--- config.mk ---
export PLATFORM = sky130hd
export DESIGN_NAME = tiered_usage_rollup_unit
export DESIGN_NICKNAME = d
export VERILOG_FILES = /design/src/sv/tur_pkg.sv /design/src/sv/tiered_usage_rollup_unit.sv /design/src/sv/tur_div.sv /design/src/sv/tur_regs.sv
export SDC_FILE = /design/constraint.sdc
export NUM_CORES = 2
export LEC_CHECK = 0
export BUFFER_PORTS_ARGS = -buffer_cell sky130_fd_sc_hd__clkbuf_2
export CELL_PAD_IN_SITES_DETAIL_PLACEMENT = 1
export CELL_PAD_IN_SITES_GLOBAL_PLACEMENT = 1
export CORE_UTILIZATION = 50
export DETAILED_ROUTE_END_ITERATION = 16
export PLACE_DENSITY = 0.86
export SLEW_MARGIN = 20
export SYNTH_ARGS = -nofsm -noshare
export SYNTH_HDL_FRONTEND = slang
export SYNTH_HIERARCHICAL = 1
export SYNTH_SLANG_ARGS = --single-unit
--- constraint.sdc ---
create_clock -name clk -period 11.8 [get_ports clk]
set_input_delay 2.36 -clock clk [delete_from_list [all_inputs] [get_ports clk]]
set_output_delay 2.36 -clock clk [all_outputs]
set_load 0.1 [all_outputs]
--- src/sv/tur_pkg.sv ---
`default_nettype none

package tur_pkg;

    localparam int TS_W      = 32;
    localparam int TICK_W    = 48;
    localparam int PCT_W     = 7;
    localparam int SUM_W     = 24;
    localparam int CNT_W     = 16;
    localparam int SLOT_W    = 16;
    localparam int TIER_OUT_W = 3;
    localparam int INTV_W    = 16;
    localparam int TSLOT_W   = 8;
    localparam int NUM_INTV  = 4;
    localparam int NUM_W     = 55;

    localparam int ADDR_W    = 5;
    localparam int DATA_W    = 32;

    localparam int DIV_LO_W       = 32;
    localparam int DIV_CNT_W      = 6;
    localparam int DIV_SHORT_STEPS = 7;
    localparam int DIV_LONG_STEPS  = 32;

    localparam logic [PCT_W-1:0] PCT_MAX = 7'd100;
    localparam logic [CNT_W-1:0] CNT_MAX = 16'hFFFF;

    localparam logic [INTV_W-1:0]  RAW_INTERVAL_RST = 16'd10;
    localparam logic [INTV_W-1:0]  RAW_SLOTS_RST    = 16'd60480;
    localparam logic [INTV_W-1:0]  TIER1_RST        = 16'd30;
    localparam logic [INTV_W-1:0]  TIER2_RST        = 16'd180;
    localparam logic [INTV_W-1:0]  TIER3_RST        = 16'd360;
    localparam logic [INTV_W-1:0]  TIER4_RST        = 16'd720;
    localparam logic [TSLOT_W-1:0] TIER_SLOTS_RST   = 8'd120;

    typedef enum logic [2:0] {
        REG_RAW_INTERVAL   = 3'd0,
        REG_RAW_SLOTS      = 3'd1,
        REG_TIER1_INTERVAL = 3'd2,
        REG_TIER2_INTERVAL = 3'd3,
        REG_TIER3_INTERVAL = 3'd4,
        REG_TIER4_INTERVAL = 3'd5,
        REG_TIER_SLOTS     = 3'd6
    } reg_idx_t;

    typedef struct packed {
        logic [INTV_W-1:0]                raw_interval;
        logic [INTV_W-1:0]                raw_slots;
        logic [NUM_INTV-1:0][INTV_W-1:0]  tier_interval;
        logic [TSLOT_W-1:0]               tier_slots;
    } cfg_t;

    typedef struct packed {
        logic                 start;
        logic                 short_mode;
        logic [TICK_W-1:0]    dividend_hi;
        logic [DIV_LO_W-1:0]  dividend_lo;
        logic [TICK_W-1:0]    divisor;
    } div_req_t;

    typedef struct packed {
        logic                 done;
        logic [DIV_LO_W-1:0]  quotient;
        logic [TICK_W-1:0]    remainder;
    } div_rsp_t;

endpackage

`default_nettype wire

--- src/sv/tiered_usage_rollup_unit.sv ---
// Rollup of cpu and memory usage samples into a raw ring and up to four rollup
// tiers. Each accepted sample is compared with the previous cpu counters; when
// the cpu reading is valid, the total advanced, a previous sample exists and
// memory is valid, the block returns one raw record (tier 0) followed by one
// record per rollup tier, the final one marked with last. Otherwise it returns
// nothing and only updates the stored counters. All divisions (busy percent,
// buckets, ring slots, rounded means) run on one shared radix-2 divider, one
// quotient bit per cycle. A full sample waits in its emit states while the
// output is stalled. Input is stalled while a sample is in work; the last
// record may still wait in the output register while the next sample is taken.
// Configuration registers sit on the APB port at byte address 4 * index.
`default_nettype none

module tiered_usage_rollup_unit
    import tur_pkg::*;
#(
    parameter int ROLLUP_TIERS = 4
)
(
    input  logic                  clk,
    input  logic                  rst_n,

    input  logic                  in_valid,
    output logic                  in_stall,
    input  logic [TS_W-1:0]       timestamp,
    input  logic [TICK_W-1:0]     cpu_total_ticks,
    input  logic [TICK_W-1:0]     cpu_idle_ticks,
    input  logic                  cpu_valid,
    input  logic [PCT_W-1:0]      mem_percent,
    input  logic                  mem_valid,

    output logic                  out_valid,
    input  logic                  out_stall,
    output logic [TIER_OUT_W-1:0] tier,
    output logic [SLOT_W-1:0]     slot,
    output logic [TS_W-1:0]       bucket,
    output logic [PCT_W-1:0]      cpu_average,
    output logic [PCT_W-1:0]      cpu_peak,
    output logic [PCT_W-1:0]      mem_average,
    output logic [PCT_W-1:0]      mem_peak,
    output logic                  last,

    input  logic                  psel,
    input  logic                  penable,
    input  logic                  pwrite,
    input  logic [ADDR_W-1:0]     paddr,
    input  logic [DATA_W-1:0]     pwdata,
    output logic [DATA_W-1:0]     prdata,
    output logic                  pready
);

    localparam int NUM_TIERS = (ROLLUP_TIERS < NUM_INTV) ? ROLLUP_TIERS : NUM_INTV;
    localparam int TIER_W    = (NUM_TIERS > 1) ? $clog2(NUM_TIERS) : 1;
    localparam logic [TIER_W-1:0] LAST_TIER = TIER_W'(NUM_TIERS - 1);

    typedef enum logic [13:0] {
        S_IDLE     = 14'b00000000000001,
        S_CHECK    = 14'b00000000000010,
        S_CLAMP    = 14'b00000000000100,
        S_NUM      = 14'b00000000001000,
        S_CPU      = 14'b00000000010000,
        S_RAW_BKT  = 14'b00000000100000,
        S_RAW_SLOT = 14'b00000001000000,
        S_RAW_EMIT = 14'b00000010000000,
        S_TBKT     = 14'b00000100000000,
        S_TUPD     = 14'b00001000000000,
        S_TSLOT    = 14'b00010000000000,
        S_TCAVG    = 14'b00100000000000,
        S_TMAVG    = 14'b01000000000000,
        S_TEMIT    = 14'b10000000000000
    } state_t;

    function automatic logic [INTV_W-1:0] nz16(input logic [INTV_W-1:0] v);
        nz16 = (v == '0) ? INTV_W'(1) : v;
    endfunction

    function automatic logic [TSLOT_W-1:0] nz8(input logic [TSLOT_W-1:0] v);
        nz8 = (v == '0) ? TSLOT_W'(1) : v;
    endfunction

    cfg_t     cfg;
    div_req_t div_req;
    div_rsp_t div_rsp;

    state_t state_reg;
    state_t state_next;

    logic [TS_W-1:0]   ts_reg;
    logic [TICK_W-1:0] smp_total_reg;
    logic [TICK_W-1:0] smp_idle_reg;
    logic              cpu_ok_reg;
    logic [PCT_W-1:0]  mem_reg;
    logic              mem_ok_reg;

    logic [TICK_W-1:0] old_total_reg;
    logic [TICK_W-1:0] old_idle_reg;
    logic              old_ok_reg;

    logic [TICK_W-1:0] total_reg;
    logic [TICK_W-1:0] idle_d_reg;
    logic              idle_neg_reg;
    logic [TICK_W-1:0] busy_ticks_reg;
    logic [NUM_W-1:0]  num_reg;
    logic [PCT_W-1:0]  cpu_reg;
    logic [TS_W-1:0]   bkt_reg;
    logic [SLOT_W-1:0] slot_reg;
    logic [PCT_W-1:0]  cavg_reg;
    logic [PCT_W-1:0]  mavg_reg;
    logic [TIER_W-1:0] tier_idx_reg;
    logic              div_pend_reg;

    logic [TS_W-1:0]   agg_bucket_reg  [NUM_TIERS];
    logic [SUM_W-1:0]  agg_cpu_sum_reg [NUM_TIERS];
    logic [SUM_W-1:0]  agg_mem_sum_reg [NUM_TIERS];
    logic [PCT_W-1:0]  agg_cpu_max_reg [NUM_TIERS];
    logic [PCT_W-1:0]  agg_mem_max_reg [NUM_TIERS];
    logic [CNT_W-1:0]  agg_count_reg   [NUM_TIERS];

    logic                  out_valid_reg;
    logic [TIER_OUT_W-1:0] out_tier_reg;
    logic [SLOT_W-1:0]     out_slot_reg;
    logic [TS_W-1:0]       out_bucket_reg;
    logic [PCT_W-1:0]      out_cavg_reg;
    logic [PCT_W-1:0]      out_cpeak_reg;
    logic [PCT_W-1:0]      out_mavg_reg;
    logic [PCT_W-1:0]      out_mpeak_reg;
    logic                  out_last_reg;

    logic              accept;
    logic              out_free;
    logic              load_out;
    logic              div_state;
    logic [TICK_W:0]   tot_diff;
    logic [TICK_W:0]   idl_diff;
    logic [TICK_W:0]   busy_diff;
    logic              advance;
    logic [NUM_W-1:0]  busy_ext;
    logic [NUM_W-1:0]  num_next;
    logic              fresh;
    logic [SUM_W-1:0]  base_cpu_sum;
    logic [SUM_W-1:0]  base_mem_sum;
    logic [PCT_W-1:0]  base_cpu_max;
    logic [PCT_W-1:0]  base_mem_max;
    logic [CNT_W-1:0]  base_count;
    logic              room;
    logic [SUM_W-1:0]  cpu_sum_next;
    logic [SUM_W-1:0]  mem_sum_next;
    logic [CNT_W-1:0]  count_next;
    logic [PCT_W-1:0]  cpu_max_next;
    logic [PCT_W-1:0]  mem_max_next;
    logic              last_tier;

    tur_regs u_regs (
        .clk     (clk),
        .rst_n   (rst_n),
        .psel    (psel),
        .penable (penable),
        .pwrite  (pwrite),
        .paddr   (paddr),
        .pwdata  (pwdata),
        .prdata  (prdata),
        .pready  (pready),
        .cfg     (cfg)
    );

    tur_div u_div (
        .clk   (clk),
        .rst_n (rst_n),
        .req   (div_req),
        .rsp   (div_rsp)
    );

    assign accept   = in_valid && (state_reg == S_IDLE);
    assign in_stall = (state_reg != S_IDLE);
    assign out_free = !out_valid_reg || !out_stall;

    assign tot_diff = {1'b0, smp_total_reg} - {1'b0, old_total_reg};
    assign idl_diff = {1'b0, smp_idle_reg} - {1'b0, old_idle_reg};
    assign advance  = old_ok_reg && cpu_ok_reg && !tot_diff[TICK_W]
                      && (tot_diff[TICK_W-1:0] != '0);
    assign busy_diff = {1'b0, total_reg} - {1'b0, idle_d_reg};

    // busy * 100 + total / 2
    assign busy_ext = NUM_W'(busy_ticks_reg);
    assign num_next = (busy_ext << 6) + (busy_ext << 5) + (busy_ext << 2)
                      + NUM_W'(total_reg[TICK_W-1:1]);

    assign last_tier = (tier_idx_reg == LAST_TIER);

    always_comb
    begin
        fresh        = (agg_bucket_reg[tier_idx_reg] != bkt_reg);
        base_cpu_sum = fresh ? '0 : agg_cpu_sum_reg[tier_idx_reg];
        base_mem_sum = fresh ? '0 : agg_mem_sum_reg[tier_idx_reg];
        base_cpu_max = fresh ? '0 : agg_cpu_max_reg[tier_idx_reg];
        base_mem_max = fresh ? '0 : agg_mem_max_reg[tier_idx_reg];
        base_count   = fresh ? '0 : agg_count_reg[tier_idx_reg];
        room         = (base_count != CNT_MAX);
        cpu_sum_next = room ? base_cpu_sum + SUM_W'(cpu_reg) : base_cpu_sum;
        mem_sum_next = room ? base_mem_sum + SUM_W'(mem_reg) : base_mem_sum;
        count_next   = room ? base_count + 1'b1 : base_count;
        cpu_max_next = (cpu_reg > base_cpu_max) ? cpu_reg : base_cpu_max;
        mem_max_next = (mem_reg > base_mem_max) ? mem_reg : base_mem_max;
    end

    always_comb
    begin
        state_next = state_reg;
        div_state  = 1'b0;
        load_out   = 1'b0;
        div_req    = '0;
        unique case (state_reg)
            S_IDLE:
            begin
                if (accept)
                    state_next = S_CHECK;
            end
            S_CHECK:
            begin
                state_next = (advance && mem_ok_reg) ? S_CLAMP : S_IDLE;
            end
            S_CLAMP:
            begin
                state_next = S_NUM;
            end
            S_NUM:
            begin
                state_next = S_CPU;
            end
            S_CPU:
            begin
                div_state              = 1'b1;
                div_req.short_mode     = 1'b1;
                div_req.dividend_hi    = num_reg[NUM_W-1:DIV_SHORT_STEPS];
                div_req.dividend_lo    = {num_reg[DIV_SHORT_STEPS-1:0],
                                          (DIV_LO_W - DIV_SHORT_STEPS)'(0)};
                div_req.divisor        = total_reg;
                if (div_rsp.done)
                    state_next = S_RAW_BKT;
            end
            S_RAW_BKT:
            begin
                div_state           = 1'b1;
                div_req.dividend_lo = ts_reg;
                div_req.divisor     = TICK_W'(nz16(cfg.raw_interval));
                if (div_rsp.done)
                    state_next = S_RAW_SLOT;
            end
            S_RAW_SLOT:
            begin
                div_state           = 1'b1;
                div_req.dividend_lo = bkt_reg;
                div_req.divisor     = TICK_W'(nz16(cfg.raw_slots));
                if (div_rsp.done)
                    state_next = S_RAW_EMIT;
            end
            S_RAW_EMIT:
            begin
                load_out = out_free;
                if (out_free)
                    state_next = S_TBKT;
            end
            S_TBKT:
            begin
                div_state           = 1'b1;
                div_req.dividend_lo = ts_reg;
                div_req.divisor     = TICK_W'(nz16(cfg.tier_interval[tier_idx_reg]));
                if (div_rsp.done)
                    state_next = S_TUPD;
            end
            S_TUPD:
            begin
                state_next = S_TSLOT;
            end
            S_TSLOT:
            begin
                div_state           = 1'b1;
                div_req.dividend_lo = bkt_reg;
                div_req.divisor     = TICK_W'(nz8(cfg.tier_slots));
                if (div_rsp.done)
                    state_next = S_TCAVG;
            end
            S_TCAVG:
            begin
                div_state           = 1'b1;
                div_req.dividend_lo = DIV_LO_W'(agg_cpu_sum_reg[tier_idx_reg]
                                      + SUM_W'(agg_count_reg[tier_idx_reg] >> 1));
                div_req.divisor     = TICK_W'(agg_count_reg[tier_idx_reg]);
                if (div_rsp.done)
                    state_next = S_TMAVG;
            end
            S_TMAVG:
            begin
                div_state           = 1'b1;
                div_req.dividend_lo = DIV_LO_W'(agg_mem_sum_reg[tier_idx_reg]
                                      + SUM_W'(agg_count_reg[tier_idx_reg] >> 1));
                div_req.divisor     = TICK_W'(agg_count_reg[tier_idx_reg]);
                if (div_rsp.done)
                    state_next = S_TEMIT;
            end
            S_TEMIT:
            begin
                load_out = out_free;
                if (out_free)
                    state_next = last_tier ? S_IDLE : S_TBKT;
            end
            default:
            begin
                state_next = S_IDLE;
            end
        endcase
        div_req.start = div_state && !div_pend_reg;
    end

    always_ff @(posedge clk or negedge rst_n)
    begin
        if (!rst_n)
        begin
            state_reg     <= S_IDLE;
            div_pend_reg  <= 1'b0;
            old_ok_reg    <= 1'b0;
            old_total_reg <= '0;
            old_idle_reg  <= '0;
            tier_idx_reg  <= '0;
            out_valid_reg <= 1'b0;
            for (int i = 0; i < NUM_TIERS; i++)
            begin
                agg_bucket_reg[i]  <= '0;
                agg_cpu_sum_reg[i] <= '0;
                agg_mem_sum_reg[i] <= '0;
                agg_cpu_max_reg[i] <= '0;
                agg_mem_max_reg[i] <= '0;
                agg_count_reg[i]   <= '0;
            end
        end
        else
        begin
            state_reg <= state_next;

            if (div_req.start)
                div_pend_reg <= 1'b1;
            else if (div_rsp.done)
                div_pend_reg <= 1'b0;

            if (state_reg == S_CHECK)
            begin
                old_total_reg <= smp_total_reg;
                old_idle_reg  <= smp_idle_reg;
                old_ok_reg    <= cpu_ok_reg;
            end

            if (state_reg == S_RAW_EMIT)
                tier_idx_reg <= '0;
            else if (state_reg == S_TEMIT && out_free && !last_tier)
                tier_idx_reg <= tier_idx_reg + 1'b1;

            if (state_reg == S_TUPD)
            begin
                agg_bucket_reg[tier_idx_reg]  <= bkt_reg;
                agg_cpu_sum_reg[tier_idx_reg] <= cpu_sum_next;
                agg_mem_sum_reg[tier_idx_reg] <= mem_sum_next;
                agg_cpu_max_reg[tier_idx_reg] <= cpu_max_next;
                agg_mem_max_reg[tier_idx_reg] <= mem_max_next;
                agg_count_reg[tier_idx_reg]   <= count_next;
            end

            if (load_out)
                out_valid_reg <= 1'b1;
            else if (!out_stall)
                out_valid_reg <= 1'b0;
        end
    end

    always_ff @(posedge clk)
    begin
        if (accept)
        begin
            ts_reg        <= timestamp;
            smp_total_reg <= cpu_valid ? cpu_total_ticks : '0;
            smp_idle_reg  <= cpu_valid ? cpu_idle_ticks : '0;
            cpu_ok_reg    <= cpu_valid;
            mem_reg       <= (mem_percent > PCT_MAX) ? PCT_MAX : mem_percent;
            mem_ok_reg    <= mem_valid;
        end

        if (state_reg == S_CHECK)
        begin
            total_reg    <= tot_diff[TICK_W-1:0];
            idle_d_reg   <= idl_diff[TICK_W-1:0];
            idle_neg_reg <= idl_diff[TICK_W];
        end

        // idle that went backwards or beyond the total leaves no busy ticks
        if (state_reg == S_CLAMP)
            busy_ticks_reg <= (idle_neg_reg || busy_diff[TICK_W]) ? '0
                                                                  : busy_diff[TICK_W-1:0];

        if (state_reg == S_NUM)
            num_reg <= num_next;

        if (div_rsp.done)
        begin
            unique case (state_reg) inside
                S_CPU:                 cpu_reg  <= div_rsp.quotient[PCT_W-1:0];
                S_RAW_BKT, S_TBKT:     bkt_reg  <= div_rsp.quotient;
                S_RAW_SLOT, S_TSLOT:   slot_reg <= div_rsp.remainder[SLOT_W-1:0];
                S_TCAVG:               cavg_reg <= div_rsp.quotient[PCT_W-1:0];
                S_TMAVG:               mavg_reg <= div_rsp.quotient[PCT_W-1:0];
                default: ;
            endcase
        end

        if (load_out)
        begin
            out_slot_reg   <= slot_reg;
            out_bucket_reg <= bkt_reg;
            if (state_reg == S_RAW_EMIT)
            begin
                out_tier_reg  <= '0;
                out_cavg_reg  <= cpu_reg;
                out_cpeak_reg <= cpu_reg;
                out_mavg_reg  <= mem_reg;
                out_mpeak_reg <= mem_reg;
                out_last_reg  <= 1'b0;
            end
            else
            begin
                out_tier_reg  <= TIER_OUT_W'(tier_idx_reg) + 1'b1;
                out_cavg_reg  <= cavg_reg;
                out_cpeak_reg <= agg_cpu_max_reg[tier_idx_reg];
                out_mavg_reg  <= mavg_reg;
                out_mpeak_reg <= agg_mem_max_reg[tier_idx_reg];
                out_last_reg  <= last_tier;
            end
        end
    end

    assign out_valid   = out_valid_reg;
    assign tier        = out_tier_reg;
    assign slot        = out_slot_reg;
    assign bucket      = out_bucket_reg;
    assign cpu_average = out_cavg_reg;
    assign cpu_peak    = out_cpeak_reg;
    assign mem_average = out_mavg_reg;
    assign mem_peak    = out_mpeak_reg;
    assign last        = out_last_reg;

endmodule

`default_nettype wire

--- src/sv/tur_div.sv ---
`default_nettype none

module tur_div
    import tur_pkg::*;
(
    input  logic     clk,
    input  logic     rst_n,
    input  div_req_t req,
    output div_rsp_t rsp
);

    logic [TICK_W-1:0]    rem_reg;
    logic [TICK_W-1:0]    rem_next;
    logic [DIV_LO_W-1:0]  dq_reg;
    logic [DIV_LO_W-1:0]  dq_next;
    logic [TICK_W-1:0]    dsr_reg;
    logic [DIV_CNT_W-1:0] cnt_reg;
    logic                 busy_reg;
    logic                 done_reg;
    logic [TICK_W+1:0]    diff;
    logic                 fits;

    // one restoring step: shift in the next dividend bit, subtract if it fits
    assign diff = {1'b0, rem_reg, dq_reg[DIV_LO_W-1]} - {2'b00, dsr_reg};
    assign fits = !diff[TICK_W+1];

    always_comb
    begin
        rem_next = fits ? diff[TICK_W-1:0] : {rem_reg[TICK_W-2:0], dq_reg[DIV_LO_W-1]};
        dq_next  = {dq_reg[DIV_LO_W-2:0], fits};
    end

    always_ff @(posedge clk or negedge rst_n)
    begin
        if (!rst_n)
        begin
            busy_reg <= 1'b0;
            done_reg <= 1'b0;
            cnt_reg  <= '0;
        end
        else
        begin
            done_reg <= 1'b0;
            if (req.start)
            begin
                busy_reg <= 1'b1;
                cnt_reg  <= req.short_mode ? DIV_CNT_W'(DIV_SHORT_STEPS)
                                           : DIV_CNT_W'(DIV_LONG_STEPS);
            end
            else if (busy_reg)
            begin
                cnt_reg <= cnt_reg - 1'b1;
                if (cnt_reg == DIV_CNT_W'(1))
                begin
                    busy_reg <= 1'b0;
                    done_reg <= 1'b1;
                end
            end
        end
    end

    always_ff @(posedge clk)
    begin
        if (req.start)
        begin
            rem_reg <= req.dividend_hi;
            dq_reg  <= req.dividend_lo;
            dsr_reg <= req.divisor;
        end
        else if (busy_reg)
        begin
            rem_reg <= rem_next;
            dq_reg  <= dq_next;
        end
    end

    assign rsp.done      = done_reg;
    assign rsp.quotient  = dq_reg;
    assign rsp.remainder = rem_reg;

endmodule

`default_nettype wire

--- src/sv/tur_regs.sv ---
`default_nettype none

module tur_regs
    import tur_pkg::*;
(
    input  logic              clk,
    input  logic              rst_n,
    input  logic              psel,
    input  logic              penable,
    input  logic              pwrite,
    input  logic [ADDR_W-1:0] paddr,
    input  logic [DATA_W-1:0] pwdata,
    output logic [DATA_W-1:0] prdata,
    output logic              pready,
    output cfg_t              cfg
);

    cfg_t     cfg_reg;
    reg_idx_t idx;
    logic     wr_en;

    assign idx    = reg_idx_t'(paddr[ADDR_W-1:2]);
    assign wr_en  = psel && penable && pwrite;
    assign pready = 1'b1;
    assign cfg    = cfg_reg;

    always_ff @(posedge clk or negedge rst_n)
    begin
        if (!rst_n)
        begin
            cfg_reg.raw_interval     <= RAW_INTERVAL_RST;
            cfg_reg.raw_slots        <= RAW_SLOTS_RST;
            cfg_reg.tier_interval[0] <= TIER1_RST;
            cfg_reg.tier_interval[1] <= TIER2_RST;
            cfg_reg.tier_interval[2] <= TIER3_RST;
            cfg_reg.tier_interval[3] <= TIER4_RST;
            cfg_reg.tier_slots       <= TIER_SLOTS_RST;
        end
        else if (wr_en)
        begin
            unique case (idx)
                REG_RAW_INTERVAL:   cfg_reg.raw_interval     <= pwdata[INTV_W-1:0];
                REG_RAW_SLOTS:      cfg_reg.raw_slots        <= pwdata[INTV_W-1:0];
                REG_TIER1_INTERVAL: cfg_reg.tier_interval[0] <= pwdata[INTV_W-1:0];
                REG_TIER2_INTERVAL: cfg_reg.tier_interval[1] <= pwdata[INTV_W-1:0];
                REG_TIER3_INTERVAL: cfg_reg.tier_interval[2] <= pwdata[INTV_W-1:0];
                REG_TIER4_INTERVAL: cfg_reg.tier_interval[3] <= pwdata[INTV_W-1:0];
                REG_TIER_SLOTS:     cfg_reg.tier_slots       <= pwdata[TSLOT_W-1:0];
                default: ;
            endcase
        end
    end

    always_comb
    begin
        prdata = '0;
        unique case (idx)
            REG_RAW_INTERVAL:   prdata = DATA_W'(cfg_reg.raw_interval);
            REG_RAW_SLOTS:      prdata = DATA_W'(cfg_reg.raw_slots);
            REG_TIER1_INTERVAL: prdata = DATA_W'(cfg_reg.tier_interval[0]);
            REG_TIER2_INTERVAL: prdata = DATA_W'(cfg_reg.tier_interval[1]);
            REG_TIER3_INTERVAL: prdata = DATA_W'(cfg_reg.tier_interval[2]);
            REG_TIER4_INTERVAL: prdata = DATA_W'(cfg_reg.tier_interval[3]);
            REG_TIER_SLOTS:     prdata = DATA_W'(cfg_reg.tier_slots);
            default:            prdata = '0;
        endcase
    end

endmodule

`default_nettype wire

==> reports/qor.log <==
qor: outcome.run_status completed
qor: layout.area_delta_synth_final 11.5%
qor: layout.design_area 0.0780 mm^2
qor: cts.clockBufferDepth 3
qor: cts.clk_pin_slew 0.06 ns
qor: synth.seq_area_frac_synth 0.502
qor: power.power.density_cell_area 197 mW/mm^2
qor: grt.grt_start_max_net_pins 192
qor: setup_path.critical_path.endpoint_type output port
qor: grt.first_global_vias 57417
qor: synth.yosysWarningCount 6
qor: cts.post_cts_buffers 0
qor: worst_hold_path.hold_class reg2reg
qor: floorplanning.fp-row-count 136
qor: setup_path.ff2ff_path_depth 18
qor: sta.max_clock_freq 139 MHz
qor: grt.antenna_found_initial 9
qor: synth.synth.avg_cell_area 10.8 um^2
qor: cts.root_buffer sky130_fd_sc_hd__clkbuf_16
qor: place.port_buffers 260
qor: sta.timing.final.hold_violations 0
qor: cts.clkSinkCount 1280
qor: cts.post_cts.resized_instances 0
qor: drt.detail_route.wirelength 217000 um
qor: floorplanning.core_area 0.138 mm^2
qor: job.drv_cap 0
qor: synth.number_of_flops_mapped_to_enable_cells_by_yosys 613
qor: drt.route.antenna.remaining_nets 0
qor: grt.gr-total-overflow 0
qor: layout.drive_above_1_share 0.142
qor: cts.insertion_delay 0.81 ns
qor: place.placed_cells_incl_taps 8388
qor: power.static-leakage-power 33.4 nW
qor: floorplanning.die_w 376 um
qor: place.sum_of_net_half_perimeters_after_detailed_placement 148000 um
qor: floorplanning.effective_utilization_at_floorplan 0.507
qor: power.power.ir.vdd_worst 0.200 mV
qor: setup_path.criticalPathCategory in2out
qor: drt.route.detailed.wl_per_inst 25.0 um
qor: floorplanning.die_height 376 um
qor: drt.first_pass_iters 6
qor: synth.postSynthCellCount 6500
qor: setup_path.timing.critical_path.arrival 4.83 ns
qor: sta.period_minus_slack 7.19 ns
qor: sta.rsz0062_at_grt no
qor: synth.async_reset_ff_frac 0.521
qor: setup_path.cp_required 9.44 ns
qor: place.placement.cell_area 0.0730 mm^2
qor: layout.finish.cell_count_without_fillers 8665
qor: setup_path.r2r_setup_slack 4.64 ns
qor: layout.largest_register_ffs 128
qor: drt.route.detailed.vias_per_inst 6.12
qor: sta.timing_worst_slew_pin_value 1.11 ns
qor: grt.grt_pass1_wl 336000 um
qor: sta.post-route-period-util 0.609
qor: sta.timing.max_slew.rel_slack 0.257
qor: sta.setup_viol 0
qor: synth.post_synth_num_cell_types 109
qor: cts.cts-buffers-inserted 145
qor: place.gp_congestion 0.909
qor: sta.fin_setup_tns 0 ns
qor: floorplanning.num_io_pins 296
qor: synth.synth_ff_type sky130_fd_sc_hd__dfrtp_1
qor: drt.num_vias 53046
qor: synth.postSynthRegisterBits 1280
qor: setup_path.startpoint_type input port
qor: layout.layout.nets 7256
qor: drt.drc 0
qor: setup_path.crit_fanout 31
qor: cts.cts_htree_levels 4
qor: sta.skew 0.0240 ns
qor: floorplanning.die_outline_area 0.142 mm^2
qor: worst_hold_path.min_delay_path_depth 0
qor: cts.hold_buffers 0
qor: cts.cts_tree yes
qor: synth.syn-cell-area 0.0700 mm^2
qor: drt.initialDrtViolationCount 4423
qor: grt.globalRouteTotalUtil 0.306
qor: sta.slew_violations 0
==> power breakdown <==
part           switching (mW)  internal (mW)
Clock                    1.99           2.80
Sequential              0.354           5.40
Combinational            3.00           1.82
Total                    5.35           10.0
==> metal layers <==
layer | track usage | part of all wire | wire length [um] | vias up
met5 | 0 | 0.00046 | 100 | -
met4 | 0.138 | 0.044 | 9510 | 14
met3 | 0.0545 | 0.065 | 14100 | 577
met2 | 0.538 | 0.51 | 110000 | 2094
met1 | 0.366 | 0.38 | 83200 | 26935
li1 | - | - | - | 23426
==> cells in the mapped netlist, types with 103 or more instances <==
cell type	number	share of area
sky130_fd_sc_hd__clkbuf_1	220	0.012
sky130_fd_sc_hd__and2_1	223	0.020
sky130_fd_sc_hd__mux2_2	192	0.031
sky130_fd_sc_hd__dfrtp_1	638	0.23
sky130_fd_sc_hd__xnor2_1	214	0.027
sky130_fd_sc_hd__a21oi_1	306	0.022
sky130_fd_sc_hd__xor2_1	103	0.013
sky130_fd_sc_hd__o21ai_0	524	0.037
sky130_fd_sc_hd__a21o_1	129	0.014
sky130_fd_sc_hd__nor2_1	290	0.016
sky130_fd_sc_hd__nand2_1	1148	0.062
sky130_fd_sc_hd__inv_1	296	0.016
sky130_fd_sc_hd__mux4_2	126	0.041
sky130_fd_sc_hd__edfxtp_1	613	0.26
sky130_fd_sc_hd__ha_1	308	0.055
==> cell families (layout without fill, tap and decap cells) <==
| logic type | count (synthesis) | in the layout | share of synthesized area |
|---|---|---|---|
| compound gates | 1383 | 1383 | 0.122 |
| mux | 356 | 356 | 0.0769 |
| other cells | 2 | 21 | 0.000107 |
| flops | 1280 | 1280 | 0.502 |
| buf+inv | 605 | 888 | 0.0352 |
| fa+ha+maj | 402 | 402 | 0.0819 |
| xor+xnor | 317 | 317 | 0.0397 |
| simple gates | 2155 | 2155 | 0.142 |
==> per-stage QoR <==
stage	hold slack, ns	power (mW)	setup WS, ns	util
6_report	0.444	15.4	4.61	0.565
5_1_grt	0.470	16.0	4.26	0.565
4_1_cts	0.448	15.3	4.73	0.565
3_5_place_dp	0.436	10.4	4.77	0.528
3_3_place_gp	0.429	10.2	4.89	0.528
2_1_floorplan	0.400	9.11	1.98	-
==> cells in the final DEF, fill, tap and decap left out, drive strengths merged, types with 18 or more instances in the layout <==
cell type	Yosys	layout
nand2	1150	1150
dfrtp	638	638
edfxtp	613	613
o21ai	542	542
clkbuf	223	450
a21oi	309	309
ha	308	308
inv	297	308
nor2	294	294
and2	225	225
xnor2	214	214
mux2	193	193
a21o	129	129
mux4	126	126
xor2	103	103
fa	94	94
nand3	73	73
and3	62	62
nor3	62	62
nand4	60	60
buf	83	58
nor2b	57	57
o21a	48	48
clkinv	2	46
o21bai	40	40
a22oi	39	39
nand2b	38	38
mux2i	37	37
a211oi	35	35
nor4	35	35
a31oi	34	34
o31ai	32	32
dfstp	29	29
a222oi	21	21
a32o	20	20
a221oi	20	20
or3	19	19
nor3b	19	19
bufinv	0	18
==> area by class of cell <==
type	instances	area, um^2
flip-flops and latches	1280	35100
multi-input cells	4630	32600
clock inverters	81	1060
repair buffers	317	1820
clock buffers	191	3970
well taps	1863	2330
diodes	4	10.0
inverters	299	1120
fillers	14615	60100
==> path summary, 6_finish.rpt <==
check	from	end
max in group asynchronous	rst_n	agg_bucket_reg[26]
min in group asynchronous	rst_n	agg_mem_max_reg[9]
max	paddr[3]	prdata[0]
max reg2reg	tier_idx_reg[1]	agg_cpu_sum_reg[89]
min reg2reg	u_div/dq_reg[28]	bkt_reg[28]
min	u_div/dq_reg[28]	bkt_reg[28]
==> critical path: stages <==
cell	delay, ns
sky130_fd_sc_hd__clkbuf_2	0.67
sky130_fd_sc_hd__nor2b_1	0.69
sky130_fd_sc_hd__a221oi_1	0.22
sky130_fd_sc_hd__a221oi_1	0.34
sky130_fd_sc_hd__clkbuf_2	0.53
Note: power is estimated with default switching activity, not from simulation.
